<file path="src/hw/rtl/shp3_pkg.sv">
// Types, constants and the per-channel sharpening arithmetic of the sharpening block.
package shp3_pkg;

  localparam int MAX_WIDTH   = 2048;
  localparam int MAX_HEIGHT  = 4096;
  localparam int CH_W        = 8;
  localparam int PIX_W       = 3 * CH_W;
  localparam int WID_W       = $clog2(MAX_WIDTH + 1);
  localparam int HGT_W       = $clog2(MAX_HEIGHT + 1);
  localparam int COL_W       = $clog2(MAX_WIDTH);
  localparam int OROW_W      = $clog2(MAX_HEIGHT);
  localparam int IROW_W      = $clog2(MAX_HEIGHT + 2);
  localparam int CFG_DATA_W  = (WID_W > HGT_W) ? WID_W : HGT_W;
  localparam int FIFO_DEPTH  = 4;
  localparam int FIFO_PTR_W  = $clog2(FIFO_DEPTH);
  localparam int FIFO_CNT_W  = $clog2(FIFO_DEPTH + 1);
  localparam int ACC_W       = CH_W + 4;

  typedef logic [CH_W-1:0] chan_t;

  // Red sits in the lowest byte.
  typedef struct packed {
    chan_t blue;
    chan_t green;
    chan_t red;
  } pixel_t;

  // One column of the 3x3 window, rows from top to bottom.
  typedef struct packed {
    pixel_t top;
    pixel_t mid;
    pixel_t bot;
  } column_t;

  // Line store entry: the row above the incoming one and the row above that.
  typedef struct packed {
    pixel_t row1;
    pixel_t row2;
  } line_entry_t;

  // Which neighbours of the centre lie inside the image.
  typedef struct packed {
    logic up;
    logic dn;
    logic lf;
    logic rt;
  } nbr_mask_t;

  typedef struct packed {
    logic   last;
    pixel_t pix;
  } out_item_t;

  typedef enum logic {
    CFG_WIDTH  = 1'b0,
    CFG_HEIGHT = 1'b1
  } cfg_reg_t;

  typedef enum logic {
    OP_PIXEL = 1'b0,
    OP_FLUSH = 1'b1
  } opcode_t;

  // Five times the centre minus the neighbours that lie inside, clamped to a byte.
  function automatic chan_t sharpen_chan(chan_t c, chan_t u, chan_t d, chan_t l, chan_t r,
                                         nbr_mask_t m);
    logic signed [ACC_W-1:0] acc;
    chan_t                   res;
    acc = $signed({2'b00, c, 2'b00}) + $signed({4'b0000, c});
    acc = acc - $signed({4'b0000, (m.up ? u : chan_t'(0))});
    acc = acc - $signed({4'b0000, (m.dn ? d : chan_t'(0))});
    acc = acc - $signed({4'b0000, (m.lf ? l : chan_t'(0))});
    acc = acc - $signed({4'b0000, (m.rt ? r : chan_t'(0))});
    if (acc[ACC_W-1]) begin
      res = '0;
    end else if (acc > $signed(ACC_W'(255))) begin
      res = '1;
    end else begin
      res = acc[CH_W-1:0];
    end
    return res;
  endfunction

endpackage

</file>
<file path="src/hw/rtl/shp3_kernel.sv">
// Sharpening arithmetic over the five taps of the window, all three channels.
module shp3_kernel
  import shp3_pkg::*;
(
  input  column_t   centre_col,
  input  pixel_t    left_pix,
  input  pixel_t    right_pix,
  input  nbr_mask_t mask,
  output pixel_t    result
);

  assign result.red   = sharpen_chan(centre_col.mid.red, centre_col.top.red,
                                     centre_col.bot.red, left_pix.red, right_pix.red, mask);
  assign result.green = sharpen_chan(centre_col.mid.green, centre_col.top.green,
                                     centre_col.bot.green, left_pix.green, right_pix.green,
                                     mask);
  assign result.blue  = sharpen_chan(centre_col.mid.blue, centre_col.top.blue,
                                     centre_col.bot.blue, left_pix.blue, right_pix.blue, mask);

endmodule

</file>
<file path="config.mk">
export PLATFORM = sky130hd
export DESIGN_NAME = shp3_kernel
export DESIGN_NICKNAME = d
export VERILOG_FILES = /design/src/hw/rtl/shp3_pkg.sv /design/src/hw/rtl/shp3_kernel.sv
export SDC_FILE = /design/constraint.sdc
export NUM_CORES = 1
export LEC_CHECK = 0
export ABC_AREA = 1
export BUFFER_PORTS_ARGS = -buffer_cell sky130_fd_sc_hd__buf_2
export CAP_MARGIN = 20
export CORE_MARGIN = 8
export CORE_UTILIZATION = 60
export DETAILED_ROUTE_END_ITERATION = 7
export PLACE_DENSITY_LB_ADDON = 0.12
export SETUP_SLACK_MARGIN = 0.4
export SKIP_LAST_GASP = 1
export SYNTH_ARGS = -nofsm -noshare
export SYNTH_HDL_FRONTEND = slang
export SYNTH_SLANG_ARGS = --single-unit
</file>
<file path="constraint.sdc">
create_clock -name vclk -period 8.22
set_clock_uncertainty 0.15 [all_clocks]
set_input_delay 0.411 -clock vclk [all_inputs]
set_output_delay 0.411 -clock vclk [all_outputs]
set_load 0.01 [all_outputs]
</file>
Word level (Yosys, flattened, before mapping)
Index checks and enable logic that the tools add are counted.

word-level totals
  logic and storage cells = 36
  input bits = 124
  bits in registers = 0
  output and inout bits = 24

operators by class
  magnitude comparators = 3
  $add $sub $neg = 15
  muxes and demuxes = 18

operator list
  kind                   number
  $mux W8                18
  $sub A12 B9 Y12        9
  $gt A12 B9 Y1 const B  3
  $sub A11 B8 Y12        3
  $add A10 B8 Y11        3

Longest topological paths before layout
  depth after elaboration = 8
  gate-level depth with buffers = 21
  depth with buffers taken out = 20

Worst setup path before layout
Ideal clock, no wire load.

  path kind = in2out
  start point = input mask[3] (netlist bit)
  end point = output result[19] (netlist bit)
  slack = 3.996 ns
  cell stages on the path = 17
  arrival = 3.663 ns
  required time = 7.659 ns
  buffers on the path = 1
  path through = clkbuf_1 > nand2_1 > fa_1 > fa_1 > inv_1 > fa_1 > inv_1 > fa_1 > nand3_1 > nand3_2 > nand3_1 > nand2_1 > nand2_1 > nand2_1 > nand3_4 > nor2_1 > nor2_1

RTL lines
  item                RTL line          source
  start: declaration  shp3_kernel.sv:8  input nbr_mask_t mask,
  end: declaration    shp3_kernel.sv:9  output pixel_t result

==> out/results.txt <==
Compound-Gate Fraction of Synth Area: 0.0564
total power: 1.43 mW
Initial Util: 0.620
total die area: 11200 sq um
Final setup viols: 0
Tcrit/Tclk final: 0.576
drc violations: 0
most area-consuming cells after synthesis: fa_1 (37%), nand2_1 (16%), inv_1 (15%)
hold_buf cts: 0
number of synthesis warnings: 0
DR vias: 4657
CP Max Fanout: 24
mux contribution to synthesized area: 0
hold depth: 5
Synth Net Count: 961
WL final: 12600 um
Core Footprint: 7770 sq um
crit path time final: 4.74 ns
WP depth: 15
initial antenna violation count: 0
synth-to-layout area growth: 17.4%
RSZ-0062 raised after global routing: false
worst hold start: centre_col[40]
critical path startpoint: mask[0]
# resized after CTS: 0
register area share after synthesis: 0
seq_cells: 0
Setup crit end kind: primary output
IO Count: 148
Post-Synth Simple-Gate Area: 0.256
Setup Crit Path Kind: input pin to primary output
Cell Area, Placed: 5660 sq um
most frequent cells in the layout: nand2_1 (210), inv_1 (192), buf_2 (148), fa_1 (90), ha_1 (45)
largest family of logic cells by synthesized area: adder cells
port bufs: 148
Net count, final: 1103
Netlist cell types: 26
endpoints failing hold: 0
DIE WIDTH: 106 um
fmax: 211 MHz
Antenna Nets Post-Route: 0
post-CTS setup buffer count: 0
crit-path cells: buf_2 -> nand2_1 -> fa_1 -> fa_1 -> inv_1 -> fa_1 -> inv_1 -> ha_1 -> nand2_1 -> nand3_1 -> nand4_1 -> nand2_1 -> a21oi_1 -> a21oi_1 -> buf_2
Slowest Stage Delay on Critical Path: 0.54 ns
most area-hungry cell type in the Yosys netlist: fa_1
Std-Cell Rows: 32
startpoint class of the critical path: input pin
Synth Area in XOR/XNOR: 0.0400
Die Y: 106 um
CP bufs+invs: 4
Post-Layout Inst Area: 5660 sq um
Final Wtd Congestion: 0.891
fillers: 682
worst relative slew slack: 0.566
WL/cell: 13.4 um
gr usage total: 0.238
Syn Inst Count: 702
Worst-Margin Slew: 0.652 ns
first-pass GRT wire length: 22800 um
Power Density: 253 nW/um^2
largest net degree at the start of global routing: 25
adder-cell share of the synthesized area: 0.491
share of layout cells above drive strength 1: 0.194
vias in the first global route: 5128
status: completed
FF/Latch Area: 0 sq um
vias per std cell: 4.93
CLK BUF: 0
Mapped Avg Cell Area: 6.86 sq um
leak pwr: 3.47 nW
maxcap violations: 0
Hold Path Class: input pin to primary output
max-slew violations: 0
Cell Area, Synth: 4820 sq um
DP HPWL: 11500 um
critical path required time: 7.66 ns
Starting DRT DRC Count: 160
Synth top area share: 0.374
commonest non-fill, non-tap cell in the layout: nand2_1
CP max-delay cell: fa_1
worst vdd ir: 0.000153 V
setup TNS: 0 ns
Arr. time, crit path: 4.17 ns
Worst path top cell family by delay: adder cells
Pre-antenna DRT Iters: 4
global route overflow: 0
Antenna diodes: 0
[routing by layer]
metal | vias to the layer above | track usage | routed length, um
met3 | 12 | 0.0317 | 813
met2 | 148 | 0.454 | 6480
met5 | - | 0 | 0
met1 | 2147 | 0.286 | 5220
li1 | 2350 | - | -
met4 | 0 | 0.0241 | 121
[synthesized netlist by cell type, types with 2 or more instances]
library cell,count
o21ai_0,6
xor2_1,10
nand4_1,7
nand2_1,210
inv_1,192
nor2_4,2
a21oi_2,2
nand3_1,23
a211o_1,2
fa_1,90
nand3b_1,2
clkbuf_1,8
nand3_2,5
a31oi_1,3
a21oi_1,36
nor3_1,3
nor2_2,2
xnor2_1,12
ha_1,45
nor2_1,36
[through the flow]
| stage | utilization | instances | hold WS (ns) | worst slack (ns) |
|---|---|---|---|---|
| detailed placement | 0.728 | 944 | 1.22 | 3.47 |
| floorplan | - | 702 | 0.972 | 4.00 |
| finish | 0.728 | 944 | 1.21 | 3.48 |
| global route | 0.728 | 944 | 1.28 | 3.15 |
| CTS | 0.728 | 944 | 1.22 | 3.46 |
| global placement | 0.728 | 944 | 1.21 | 3.54 |
[final cells by class]
cell class	instances	area, sq um	share of cell area
Multi-Input combinational cell	501	4060	0.718
Timing Repair Buffer	148	741	0.131
Inverter	193	724	0.128
Tap cell	102	128	0.0226
[report_power, final]
part           switching [mW]  total (mW)  internal, mW
Combinational           0.863        1.43         0.565
Sequential                  0           0             0
Clock                       0           0             0
[cell families after synthesis]
group / Yosys count
and+or+nand+nor: 294
buffers and inverters: 201
adders and majority gates: 135
AOI/OAI and AO/OA: 50
xor gates and xnor gates: 22
[worst paths after layout]
check / end
min: result[16]
max: result[4]
Note: power is estimated with default switching activity, not from simulation.
