==> src/hw/rtl/shp3_pkg.sv <==
// Types, constants and the per-channel sharpening arithmetic of the sharpening block.
package shp3_pkg;

  localparam int MAX_WIDTH   = 2048;
  localparam int MAX_HEIGHT  = 4096;
  localparam int CH_W        = 8;
  localparam int PIX_W       = 3 * CH_W;
  localparam int WID_W       = $clog2(MAX_WIDTH + 1);
  localparam int HGT_W       = $clog2(MAX_HEIGHT + 1);
  localparam int COL_W       = $clog2(MAX_WIDTH);
  localparam int OROW_W      = $clog2(MAX_HEIGHT);
  localparam int IROW_W      = $clog2(MAX_HEIGHT + 2);
  localparam int CFG_DATA_W  = (WID_W > HGT_W) ? WID_W : HGT_W;
  localparam int FIFO_DEPTH  = 4;
  localparam int FIFO_PTR_W  = $clog2(FIFO_DEPTH);
  localparam int FIFO_CNT_W  = $clog2(FIFO_DEPTH + 1);
  localparam int ACC_W       = CH_W + 4;

  typedef logic [CH_W-1:0] chan_t;

  // Red sits in the lowest byte.
  typedef struct packed {
    chan_t blue;
    chan_t green;
    chan_t red;
  } pixel_t;

  // One column of the 3x3 window, rows from top to bottom.
  typedef struct packed {
    pixel_t top;
    pixel_t mid;
    pixel_t bot;
  } column_t;

  // Line store entry: the row above the incoming one and the row above that.
  typedef struct packed {
    pixel_t row1;
    pixel_t row2;
  } line_entry_t;

  // Which neighbours of the centre lie inside the image.
  typedef struct packed {
    logic up;
    logic dn;
    logic lf;
    logic rt;
  } nbr_mask_t;

  typedef struct packed {
    logic   last;
    pixel_t pix;
  } out_item_t;

  typedef enum logic {
    CFG_WIDTH  = 1'b0,
    CFG_HEIGHT = 1'b1
  } cfg_reg_t;

  typedef enum logic {
    OP_PIXEL = 1'b0,
    OP_FLUSH = 1'b1
  } opcode_t;

  // Five times the centre minus the neighbours that lie inside, clamped to a byte.
  function automatic chan_t sharpen_chan(chan_t c, chan_t u, chan_t d, chan_t l, chan_t r,
                                         nbr_mask_t m);
    logic signed [ACC_W-1:0] acc;
    chan_t                   res;
    acc = $signed({2'b00, c, 2'b00}) + $signed({4'b0000, c});
    acc = acc - $signed({4'b0000, (m.up ? u : chan_t'(0))});
    acc = acc - $signed({4'b0000, (m.dn ? d : chan_t'(0))});
    acc = acc - $signed({4'b0000, (m.lf ? l : chan_t'(0))});
    acc = acc - $signed({4'b0000, (m.rt ? r : chan_t'(0))});
    if (acc[ACC_W-1]) begin
      res = '0;
    end else if (acc > $signed(ACC_W'(255))) begin
      res = '1;
    end else begin
      res = acc[CH_W-1:0];
    end
    return res;
  endfunction

endpackage

==> src/hw/rtl/shp3_outq.sv <==
// Small result queue that decouples the filter pipeline from the output consumer.
module shp3_outq
  import shp3_pkg::*;
(
  input  logic                  clk,
  input  logic                  rst_n,
  input  logic                  push_valid,
  input  out_item_t             push_item,
  output logic [FIFO_CNT_W-1:0] count,
  output logic                  pop_valid,
  input  logic                  pop_ready,
  output out_item_t             pop_item
);

  out_item_t             entries_r [FIFO_DEPTH];
  logic [FIFO_PTR_W-1:0] wr_ptr_r;
  logic [FIFO_PTR_W-1:0] rd_ptr_r;
  logic [FIFO_CNT_W-1:0] count_r;
  logic [FIFO_CNT_W-1:0] count_nxt;
  logic                  do_push;
  logic                  do_pop;

  assign do_pop  = pop_valid && pop_ready;
  assign do_push = push_valid && (count_r != FIFO_CNT_W'(FIFO_DEPTH));

  always_comb begin
    count_nxt = count_r;
    if (do_push && !do_pop) begin
      count_nxt = count_r + FIFO_CNT_W'(1);
    end else if (do_pop && !do_push) begin
      count_nxt = count_r - FIFO_CNT_W'(1);
    end
  end

  always_ff @(posedge clk) begin
    if (!rst_n) begin
      wr_ptr_r <= '0;
      rd_ptr_r <= '0;
      count_r  <= '0;
    end else begin
      count_r <= count_nxt;
      if (do_push) begin
        wr_ptr_r <= wr_ptr_r + FIFO_PTR_W'(1);
      end
      if (do_pop) begin
        rd_ptr_r <= rd_ptr_r + FIFO_PTR_W'(1);
      end
    end
  end

  always_ff @(posedge clk) begin
    if (do_push) begin
      entries_r[wr_ptr_r] <= push_item;
    end
  end

  assign count     = count_r;
  assign pop_valid = (count_r != '0);
  assign pop_item  = entries_r[rd_ptr_r];

endmodule

==> config.mk <==
export PLATFORM = sky130hd
export DESIGN_NAME = shp3_outq
export DESIGN_NICKNAME = d
export VERILOG_FILES = /design/src/hw/rtl/shp3_pkg.sv /design/src/hw/rtl/shp3_outq.sv
export SDC_FILE = /design/constraint.sdc
export NUM_CORES = 1
export LEC_CHECK = 0
export ABC_AREA = 1
export BUFFER_PORTS_ARGS = -buffer_cell sky130_fd_sc_hd__buf_4
export CORE_MARGIN = 3
export CORE_UTILIZATION = 40
export CTS_BUF_LIST = sky130_fd_sc_hd__clkbuf_16
export DETAILED_ROUTE_END_ITERATION = 12
export GPL_TIMING_DRIVEN = 0
export PLACE_DENSITY_LB_ADDON = 0.3
export SLEW_MARGIN = 10
export SYNTH_ARGS = -nofsm -noshare
export SYNTH_HDL_FRONTEND = slang
export SYNTH_SLANG_ARGS = --single-unit
==> constraint.sdc <==
create_clock -name clk -period 4.5 [get_ports clk]
set_clock_uncertainty 0.15 [all_clocks]
set_input_delay 0.45 -clock clk [delete_from_list [all_inputs] [get_ports clk]]
set_output_delay 0.45 -clock clk [all_outputs]
set_load 0.03 [all_outputs]
# --- Yosys cells after proc, flatten, opt, wreduce, memory -nomap -nowiden ---
# Memory sizes are Yosys's and may differ from the RTL's. A register that Yosys moved wholly into a read port is not among the register bits.
# Cells that the tools add are included.
classes:
  n_addsub: 4
  n_eq_ne: 1
  n_mux: 6
  reduce_logical: 8
ops:
  columns: ["op", "n"]
  rows:
  - ["$mux W3", 2]
  - ["$add A2 B1 Y2 const B", 2]
  - ["$logic_and A1 B1 Y1", 4]
  - ["$mux W2", 2]
  - ["$add A3 B1 Y3 const B", 1]
  - ["$ne A3 B3 Y1 const B", 1]
  - ["$reduce_bool A3 Y1", 1]
  - ["$sub A3 B1 Y3 const B", 1]
  - ["$logic_not A1 Y1", 2]
  - ["$mux W1", 2]
  - ["$reduce_bool A2 Y1", 1]
totals:
  register_bits: 7
  ramBits: 100
  input_bits: 29
  mem_count: 1
memory_table:
  columns: ["name", "depth", "width", "read_ports", "rd_ports_with_merged_regs", "write_ports", "line_no", "rtl"]
  rows:
  - ["entries_r", 4, 25, 1, 1, 1, "shp3_outq.sv:15", "out_item_t entries_r [FIFO_DEPTH];"]

# --- Logic depth before layout (Yosys ltp) ---
# Gate-level depths: netlist (run 1).
logic_depth:
  word_depth: 6
  ltp_mapped: 13

# --- Least setup slack after synthesis (run 1) ---
# OpenSTA, ideal clock, no wires.
synth_path:
  kind: "register -> register"
  startpoint: "register count_r[1] (netlist: count[1])"
  endpoint: "memory entries_r[0][0] in the netlist's numbering, enable pin"
  setup_ns: 0.407
  arrival_ns: 1.939
  required_ns: 3.943
  path_slack_ns: 2.004
  path_stages_with_launch: 5
  path_buffers: 0
  path_cell_list: "dfxtp_1 > nor2_2 > nand2_1 > nand2_1 > nor2_1"
synth_between:
  elab_chain_len: 4
synth_rtl:
  columns: ["item", "line_no", "rtl"]
  rows:
  - ["start, declared", "shp3_outq.sv:18", "logic [FIFO_CNT_W-1:0] count_r;"]
  - ["start signal, assigned", "shp3_outq.sv:41", "count_r <= count_nxt;"]
  - ["$ne A3 B3 Y1", "shp3_outq.sv:24", "assign do_push = push_valid && (count_r != FIFO_CNT_W'(FIFO_DEPTH));"]
  - ["$logic_and A1 B1 Y1", "shp3_outq.sv:24", null]
  - ["$mux W1", "shp3_outq.sv:52", "if (do_push) begin"]
  - ["$mux W1 (implied by the code)", "shp3_outq.sv:53", "entries_r[wr_ptr_r] <= push_item;"]
  - ["end, declared", "shp3_outq.sv:15", null]
# Every way passes these cells.

==> impl_metrics.py, run 1 <==
metrics = {
    "synthesis": {
        "syn-instance-count": 310,
        "syn_area_sq_mm": 0.00418,
        "synth_nets": 345,
        "synth_area_per_cell_sq_um": 13.5,
        "ys_seq_area_share_pct": 76.1,
        "yosysWarnings": 0,
        "yosysUniqueCellTypes": 20,
        "yosys_register_bits": 109,
    },
    "drt": {
        "drt-wirelength-per-cell_um": 16.6,
        "via_count": 2623,
        "vias_per_cell": 5.07,
        "postRouteAntennaNets": 0,
        "wirelength_um": 8590,
        "first_pass_iters": 4,
        "drt_iter0_drc": 120,
        "drc": 0,
    },
    "clocking": {
        "clock_path_buffers": 2,
        "post_cts_resized": 0,
        "cts-htree-levels": 3,
        "cts_sinks": 109,
        "insertion_delay_ns": 0.34,
        "cts_hold_buf": 0,
        "cts_tree": "yes",
        "postCtsSetupBuffers": 0,
        "clockRootBuffer": "clkbuf_16",
        "path_clk_slew_ns": 0.08,
        "numCtsBuffers": 9,
    },
    "placed_design": {
        "port_buffers": 57,
        "hpwl_um": 5500,
        "gp_congestion": 0.699,
        "place_inst": 501,
    },
    "sta": {
        "grt_setup_unrepaired": "false",
        "drv_slew": 0,
        "period_needed_ns": 2.27,
        "setup_viol": 0,
        "finalSetupTns_ns": 0,
        "final.period_utilization_pct": 50.4,
        "fmax_mhz": 441,
        "slew_headroom_pct": 43.3,
        "hold_viol_final": 0,
        "worst_pin_slew_ns": 0.849,
    },
    "grt": {
        "antenna_found_initial": 0,
        "grt_pass1_vias": 2693,
        "track_usage_pct": 15.5,
        "grt_max_degree": 26,
        "overflow": 0,
        "grt_pass1_wl_um": 13500,
    },
    "worst_hold_path": {
        "hold_path.class": "in -> reg",
    },
    "die": {
        "rows": 36,
        "io_pins": 58,
        "fp.dieW_um": 108,
        "coreArea_sq_mm": 0.00995,
        "start_util_pct": 42.0,
        "die-area_sq_mm": 0.0117,
        "dieHeight_um": 108,
    },
    "critical_path": {
        "crit_path_start_kind": "flip-flop",
        "path_class": "reg -> out",
        "path_cells": "inv_2, buf_2, o21ai_0, o22ai_1, buf_4",
        "cp_max_fo": 10,
        "cp_data_required_time_ns": 3.90,
        "worstPathArrival_ns": 1.67,
        "cp_slowest_cell": "dfxtp_1",
        "slowest_delay_ns": 0.38,
        "endpoint_kind": "output pin",
    },
    "power_and_ir_drop": {
        "p_per_area_mw_per_mm2": 594,
        "ir_worst_vdd_mv": 0.269,
        "leakage_nw": 1.85,
    },
    "cells_and_area": {
        "finalNonFillerCells": 517,
        "insertedDiodeCount": 0,
        "area_growth_syn_to_layout_pct": 22.0,
        "fill_cells": 848,
        "layout.nets": 414,
        "layout-drive-gt1-share_pct": 25.0,
    },
    "outcome": {
        "status": "complete, no violations",
    },
    "flow_run": {
        "maxCapViolations": 0,
    },
}
==> path summary, 6_finish.rpt <==
check / startpoint / endpoint / slack (ns) / cells past startpoint
worst min-delay path: push_item[2] / entries_r[0][2] / 0.15 / 1
worst max-delay path: flip-flop / pop_item[9] / 2.23 / 5
worst min register to register: rd_ptr_r[0] / rd_ptr_r[0] / 0.37 / 2
worst max register to register: count[0] / count[2] / 2.25 / 13
==> cell usage after synthesis <==
master	count	area share [%]
nand2_1	14	1.3
buf_2	9	1.1
o22ai_1	25	3.7
dfxtp_1	9	4.3
nand3_1	4	0.48
nor2_2	1	0.15
inv_4	1	0.15
xor2_1	1	0.21
a21oi_1	3	0.36
fa_1	1	0.48
ha_1	5	1.5
o21ai_1	10	1.2
buf_4	6	1.1
inv_1	13	1.2
nand3b_1	1	0.18
nand2_2	1	0.15
edfxtp_1	100	72
inv_2	2	0.18
o21ai_0	41	4.9
nor2_1	63	5.7
==> per-layer routing <==
layer / vias up / GRT usage (%) / part of all wire, % / wire [um]
met5: - / 0 / 0 / 0
met4: 0 / 5.41 / 1.5 / 128
met3: 9 / 4.24 / 4.8 / 413
met2: 60 / 25.7 / 49 / 4250
met1: 1292 / 19.9 / 44 / 3800
li1: 1262 / - / - / -
==> layout make-up <==
cell class | count | area, sq um | area share [%]
flip-flops and latches | 109 | 3180 | 62.4
clock inverters | 7 | 50.0 | 0.981
well taps | 133 | 166 | 3.26
multi-input cells | 170 | 877 | 17.2
inverters | 16 | 62.6 | 1.23
plain buffers | 15 | 90.1 | 1.77
repair buffers | 58 | 448 | 8.78
clock buffers | 9 | 225 | 4.41
==> kinds of logic after synthesis <==
group	after synthesis	share of synthesized area, %
adder cells (fa/ha/maj)	6	1.97
XOR/XNOR	1	0.209
AND/OR/NAND/NOR	84	7.87
flip-flops	109	76.1
buffers and inverters	31	3.65
AO/OA/AOI/OAI	79	10.2
==> power by group <==
part	switching (mW)	internal, mW	total (mW)
combinational	0.683	0.344	1.03
clock	0.350	0.378	0.727
sequential	0.0429	1.23	1.28
==> per-stage QoR <==
step           power [mW]  util [%]  instance area, sq um  worst slack (ns)  hold slack, ns
2_1_floorplan        1.94         -                  4180              2.00           0.314
3_3_place_gp         2.30      48.0                  4780              1.28           0.337
3_5_place_dp         2.34      48.5                  4830              2.25           0.359
4_1_cts              3.05      51.3                  5100              2.18           0.151
5_1_grt              3.18      51.3                  5100              2.06           0.142
6_report             3.03      51.3                  5100              2.23           0.154
==> layout by cell type (no fill, tap or decap), drive strengths merged <==
cell type	synthesis	layout
edfxtp	100	100
buf	15	73
nor2	64	64
o21ai	51	51
o22ai	25	25
inv	16	18
nand2	15	15
dfxtp	9	9
clkbuf	0	9
ha	5	5
nand3	4	4
clkinv	0	4
a21oi	3	3
xor2	1	1
nand3b	1	1
fa	1	1
clkinvlp	0	1
==> flip-flops by register name, indices dropped and copies added (netlist names), named ones only <==
signal / count
wr_ptr_r: 2
entries_r: 100
rd_ptr_r: 2
count: 3
==> worst max-delay path: cells and delay by family, from the launching register on <==
kind / cells / cell delay [ns]
DFF: 1 / 0.38
buffers and inverters: 3 / 0.60
AOI/OAI and AO/OA: 2 / 0.35
(Power assumes the default switching activity.)
==> run 2: changes to the inputs <==
--- a/config.mk
+++ b/config.mk
@@ -5,7 +5,7 @@
 export SDC_FILE = /design/constraint.sdc
 export NUM_CORES = 1
 export LEC_CHECK = 0
-export ABC_AREA = 1
+export ABC_AREA = 0
 export BUFFER_PORTS_ARGS = -buffer_cell sky130_fd_sc_hd__buf_4
 export CORE_MARGIN = 3
 export CORE_UTILIZATION = 40
==> constraint.sdc (replaced) <==
create_clock -name clk -period 2.2 [get_ports clk]
set_clock_uncertainty 0.15 [all_clocks]
set_input_delay 0.22 -clock clk [delete_from_list [all_inputs] [get_ports clk]]
set_output_delay 0.22 -clock clk [all_outputs]
set_load 0.03 [all_outputs]
==> run 2 against run 1 <==
Against the previous run:
- synthesized cell count fell by 43%
- wire length fell by 22%
- worst setup slack got worse by 2.1 ns
- total power rose by 110%
- design area rose by 5.1%
- sequential power rose by 110%
- register-to-register slack got worse by 2.1 ns
- cell count fell by 20%
- global-route usage fell by 2.9 points
- clock power rose by 130%
- critical endpoint is now count[2]
- largest cell class unchanged
- highest routed layer unchanged
==> impl_metrics.py, run 2 <==
metrics = {
    "outcome": {
        "status": "complete, no violations",
    },
    "drt": {
        "first_pass_iters": 4,
        "postRouteAntennaNets": 0,
        "vias_per_cell": 4.78,
        "drt-wirelength-per-cell_um": 16.3,
        "drt_iter0_drc": 60,
        "wirelength_um": 6740,
        "via_count": 1976,
        "drc": 0,
    },
    "critical_path": {
        "worstPathArrival_ns": 2.21,
        "cp_data_required_time_ns": 2.32,
        "r2r-start": "count[0]",
        "setup.worst_path.start": "count[0]",
        "path_buf_inv": 1,
        "crit_path_start_kind": "flip-flop",
        "endpoint_kind": "flip-flop",
        "worstRegToRegCells": 7,
        "reg2reg_slack_ns": 0.11,
        "cp_max_fo": 6,
        "crit_family": "adder cells",
        "path_depth": 7,
        "r2r-end": "count[2]",
        "endpoint": "count[2]",
        "path_class": "reg -> reg",
        "path_cells": "o31ai_4, ha_2, inv_1, fa_1, xor2_1, or3_1, a21boi_1",
        "cp_slowest_cell": "dfxtp_4",
        "slowest_delay_ns": 0.37,
    },
    "cells_and_area": {
        "layout-drive-gt1-share_pct": 40.0,
        "top_register": "entries_r",
        "fin_util_pct": 54.1,
        "layout.nets": 311,
        "insertedDiodeCount": 0,
        "final_common_cell": "edfxtp_1",
        "layout_common_cells": "edfxtp_1 (100), buf_4 (61), dlygate4sd3_1 (25), mux4_2 (20), clkbuf_16 (9)",
        "area_growth_syn_to_layout_pct": 29.4,
        "finalInstanceArea_sq_mm": 0.00536,
        "largest_reg_flops": 100,
        "finalNonFillerCells": 413,
    },
    "die": {
        "fp.dieW_um": 108,
        "io_pins": 58,
        "rows": 36,
        "start_util_pct": 41.8,
        "dieHeight_um": 108,
        "die-area_sq_mm": 0.0116,
        "coreArea_sq_mm": 0.00991,
    },
    "grt": {
        "grt_pass1_vias": 2116,
        "overflow": 0,
        "grt_max_degree": 26,
        "track_usage_pct": 12.7,
        "antenna_found_initial": 0,
        "grt_pass1_wl_um": 10800,
    },
    "sta": {
        "finalSetupTns_ns": 0,
        "final.period_utilization_pct": 95.0,
        "grt_setup_unrepaired": "false",
        "worst_pin_slew_ns": 0.716,
        "slew_headroom_pct": 52.3,
        "fmax_mhz": 478,
        "drv_slew": 0,
        "setup_viol": 0,
        "setup_ws_ns": 0.109,
        "hold_viol_final": 0,
        "fin_hold_ws_ns": 0.112,
        "period_needed_ns": 2.09,
    },
    "synthesis": {
        "syn_area_sq_mm": 0.00414,
        "ys_seq_area_share_pct": 76.8,
        "synth_edf_count": 100,
        "synth_top_cell_by_area": "edfxtp_1",
        "synth_top_area_share_pct": 72.5,
        "yosysWarnings": 0,
        "synth_common_cells": "edfxtp_1 (100), mux4_2 (20), dfxtp_1 (9)",
        "async_flop_share_pct": 0,
        "syn-instance-count": 178,
        "synth_area_per_cell_sq_um": 23.3,
        "synth_most_common_cell": "edfxtp_1",
        "yosysUniqueCellTypes": 25,
        "synth_nets": 213,
        "yosys_register_bits": 109,
        "synth_flop_cell": "edfxtp_1",
        "synth_area_leaders": "edfxtp_1 (72%), mux4_2 (11%), dfxtp_1 (4.3%)",
    },
    "power_and_ir_drop": {
        "p_per_area_mw_per_mm2": 1180,
        "leakage_nw": 1.87,
        "ir_worst_vdd_mv": 0.574,
        "finalPower_mw": 6.32,
    },
    "clocking": {
        "path_clk_slew_ns": 0.07,
        "numCtsBuffers": 9,
        "clockRootBuffer": "clkbuf_16",
        "cts_tree": "yes",
        "insertion_delay_ns": 0.34,
        "clock_path_buffers": 2,
        "cts_sinks": 109,
        "cts-htree-levels": 3,
    },
    "placed_design": {
        "place_ws_ns": -0.102,
        "place_inst": 368,
        "gp_congestion": 0.654,
        "hpwl_um": 4100,
        "dpl-instance-area_sq_mm": 0.00476,
        "port_buffers": 56,
    },
    "worst_hold_path": {
        "hold_path.class": "in -> reg",
    },
    "flow_run": {
        "maxCapViolations": 0,
    },
}
[run 2: cell types whose count changed in the layout (fill, tap and decap cells not counted), sizes merged, moves of 4 or more]
cell	before	now
and2	0	8
buf	73	67
dlygate4sd3	0	25
inv	18	3
mux4	0	25
nand2	15	4
nand3	4	0
nor2	64	1
o21ai	51	1
o22ai	25	0
[run 2: kinds of logic (layout without fill, tap and decap cells)]
logic type	Yosys count	after routing	share of synthesized area, %
AND/OR/NAND/NOR	16	16	2.11
buffers and inverters	10	112	1.96
AO/OA/AOI/OAI	5	5	1.48
multiplexers	28	28	14.8
XOR/XNOR	4	4	0.846
adder cells (fa/ha/maj)	6	6	1.99
flip-flops	109	109	76.8
[run 2: worst min path at each step]
stage / start / end / slack, ns / cells past startpoint
floorplan: push_item[0] / entries_r[0][0] / 0.17 / 0
global placement: push_item[1] / entries_r[0][1] / 0.27 / 1
detailed placement: push_item[22] / entries_r[3][22] / 0.27 / 1
CTS: rst_n / count[1] / 0.13 / 2
global route: rst_n / count[1] / 0.15 / 2
finish: rst_n / count[1] / 0.11 / 2
[run 2: final cells by class]
| type | count | area, sq um |
|---|---|---|
| repair buffers | 87 | 723 |
| plain buffers | 7 | 70.1 |
| fillers | 805 | 4550 |
| clock inverters | 6 | 88.8 |
| clock buffers | 9 | 225 |
| multi-input cells | 59 | 885 |
| well taps | 133 | 166 |
| inverters | 3 | 11.3 |
| flip-flops and latches | 109 | 3190 |
[run 2: metal layers]
| metal | share of wire (%) | track usage [%] | vias to the layer above |
|---|---|---|---|
| met4 | 1.4 | 4.06 | 0 |
| met5 | 0 | 0 | - |
| li1 | - | - | 928 |
| met2 | 51 | 21.1 | 38 |
| met3 | 4.0 | 4.02 | 7 |
| met1 | 43 | 15.7 | 1003 |
[run 2: where the power goes]
group          switching (mW)  leakage [nW]  internal, mW  total [mW]
clock network           0.672         0.147         0.990        1.66
registers              0.0976         0.992          2.53        2.63
logic                    1.09         0.729         0.940        2.03
total                    1.86          1.87          4.46        6.32
[run 2: what timing repair did]
item | CTS | global route
endpoints found under the hold margin | 100 | 0
buffers inserted | 2 | 3
hold buffers | 25 | 0
pin swaps | 1 | 3
setup endpoints to repair | 1 | 1
gates resized for setup | 0 | 2
==> run 3: changes to the inputs <==
--- a/config.mk
+++ b/config.mk
@@ -12,6 +12,7 @@
 export CTS_BUF_LIST = sky130_fd_sc_hd__clkbuf_16
 export DETAILED_ROUTE_END_ITERATION = 12
 export GPL_TIMING_DRIVEN = 0
+export MAX_ROUTING_LAYER = met4
 export PLACE_DENSITY_LB_ADDON = 0.3
 export SLEW_MARGIN = 10
 export SYNTH_ARGS = -nofsm -noshare
==> run 3 against run 2 <==
Against the previous run:
- flip-flop and latch count unchanged
- sequential power barely moved
- die area stayed put
- cell count did not move
- largest power group unchanged
==> impl_metrics.py, run 3 (same netlist as run 2, synthesis figures left out) <==
metrics = {
    "outcome": {
        "status": "complete, no violations",
    },
    "clocking": {
        "cts_tree": "yes",
        "clockRootBuffer": "clkbuf_16",
        "cts_sinks": 109,
        "cts-htree-levels": 3,
        "path_clk_slew_ns": 0.07,
        "clock_path_buffers": 2,
        "insertion_delay_ns": 0.34,
        "numCtsBuffers": 9,
    },
    "critical_path": {
        "endpoint_kind": "flip-flop",
        "crit_path_start_kind": "flip-flop",
        "path_class": "reg -> reg",
        "path_cells": "o31ai_4, ha_2, inv_1, fa_1, xor2_1, or3_1, a21boi_1",
        "cp_max_fo": 6,
        "slowest_delay_ns": 0.37,
        "cp_data_required_time_ns": 2.32,
        "worstPathArrival_ns": 2.21,
        "cp_slowest_cell": "dfxtp_4",
        "reg2reg_slack_ns": 0.11,
        "worstRegToRegCells": 7,
    },
    "grt": {
        "overflow": 0,
        "grt_use_met1_pct": 15.8,
        "grt_busiest_layer": "met2",
        "track_usage_pct": 13.0,
        "antenna_found_initial": 0,
        "grt_pass1_vias": 2118,
        "use_met2_pct": 21.1,
        "grt_pass1_wl_um": 10800,
        "met3_usage_pct": 3.90,
        "grt_max_degree": 26,
    },
    "sta": {
        "final.period_utilization_pct": 95.1,
        "finalSetupTns_ns": 0,
        "worst_pin_slew_ns": 0.715,
        "hold_viol_final": 0,
        "setup_viol": 0,
        "drv_slew": 0,
        "period_needed_ns": 2.09,
        "fmax_mhz": 478,
        "slew_headroom_pct": 52.3,
        "grt_setup_unrepaired": "false",
    },
    "cells_and_area": {
        "finalNonFillerCells": 413,
        "insertedDiodeCount": 0,
        "layout_common_cells": "edfxtp_1 (100), buf_4 (61), dlygate4sd3_1 (25), mux4_2 (20), clkbuf_16 (9)",
        "top_register": "entries_r",
        "layout-drive-gt1-share_pct": 40.0,
        "area_growth_syn_to_layout_pct": 29.4,
        "final_common_cell": "edfxtp_1",
        "finalInstanceArea_sq_mm": 0.00536,
        "largest_reg_flops": 100,
        "fin_util_pct": 54.1,
        "layout.nets": 311,
    },
    "power_and_ir_drop": {
        "power.share.combinational_pct": 32.1,
        "finalPower_mw": 6.32,
        "swShare_pct": 29.4,
        "p_int_mw": 4.46,
        "ir_worst_vdd_mv": 0.621,
        "p_per_area_mw_per_mm2": 1180,
        "p_seq_share_pct": 41.6,
        "p_switching_mw": 1.86,
        "leakage_nw": 1.87,
        "p_clk_share_pct": 26.3,
    },
    "placed_design": {
        "port_buffers": 56,
        "hpwl_um": 4100,
        "place_inst": 368,
        "dpl-instance-area_sq_mm": 0.00476,
        "gp_congestion": 0.660,
    },
    "drt": {
        "drt_iter0_drc": 48,
        "postRouteAntennaNets": 0,
        "wirelength_um": 6700,
        "via_count": 1980,
        "drt-wirelength-per-cell_um": 16.2,
        "vias_per_cell": 4.79,
        "first_pass_iters": 4,
        "drc": 0,
    },
    "flow_run": {
        "maxCapViolations": 0,
    },
    "die": {
        "rows": 36,
        "die-area_sq_mm": 0.0116,
        "start_util_pct": 41.8,
        "dieHeight_um": 108,
        "io_pins": 58,
        "coreArea_sq_mm": 0.00991,
        "fp.dieW_um": 108,
    },
    "worst_hold_path": {
        "hold_path.class": "in -> reg",
        "holdPathStages": 2,
    },
}
==> run 3: stage by stage <==
step	setup slack (ns)	hold WS (ns)
floorplan	0.00297	0.169
finish	0.108	0.113
detailed placement	-0.102	0.273
global route	0.0126	0.154
global placement	-0.268	0.270
CTS	0.0240	0.131
==> run 3: worst paths after layout <==
| kind | from | end |
|---|---|---|
| worst max-delay path | count[0] | count[2] |
| worst min-delay path | rst_n | count[1] |
| worst max register to register | count[0] | count[2] |
| worst min register to register | wr_ptr_r[1] | wr_ptr_r[1] |
==> run 3: area by class of cell <==
cell class / instances / area, sq um
plain buffers: 7 / 70.1
clock buffers: 9 / 225
clock inverters: 6 / 88.8
fillers: 802 / 4550
inverters: 3 / 11.3
multi-input cells: 59 / 885
flip-flops and latches: 109 / 3190
well taps: 133 / 166
repair buffers: 87 / 723
==> run 3: power groups by stage <==
stage                     Sequential (mW)  Combinational [mW]  Clock, mW
final                                2.63                2.03       1.66
after global routing                 2.65                2.17       1.81
after CTS                            2.64                2.04       1.70
after detailed placement             2.68                1.99          0
after global placement               2.67                1.96          0
after floorplan                      2.69                1.34          0
==> run 3: layer usage <==
metal  up-vias  share of wire [%]
li1        927                  -
met1      1007                 44
met2        40                 51
met3         6                3.7
met4         0                1.3
met5         -                  0
==> run 3: critical path, delay by kind of cell, from the launching register on <==
family	cells	cell delay, ns
AND/OR/NAND/NOR	1	0.31
AO/OA/AOI/OAI	2	0.39
buffers and inverters	1	0.05
adder cells (fa/ha/maj)	2	0.59
flip-flops	1	0.37
XOR/XNOR	1	0.16
==> run 3: repair_timing <==
item                                   4_1_cts  5_1_grt
hold buffers                                25        0
setup endpoints to repair                    1        1
resized for setup                            0        2
buffers inserted                             2        3
cloned                                       0        0
pin swaps                                    1        3
endpoints found under the hold margin      100        0
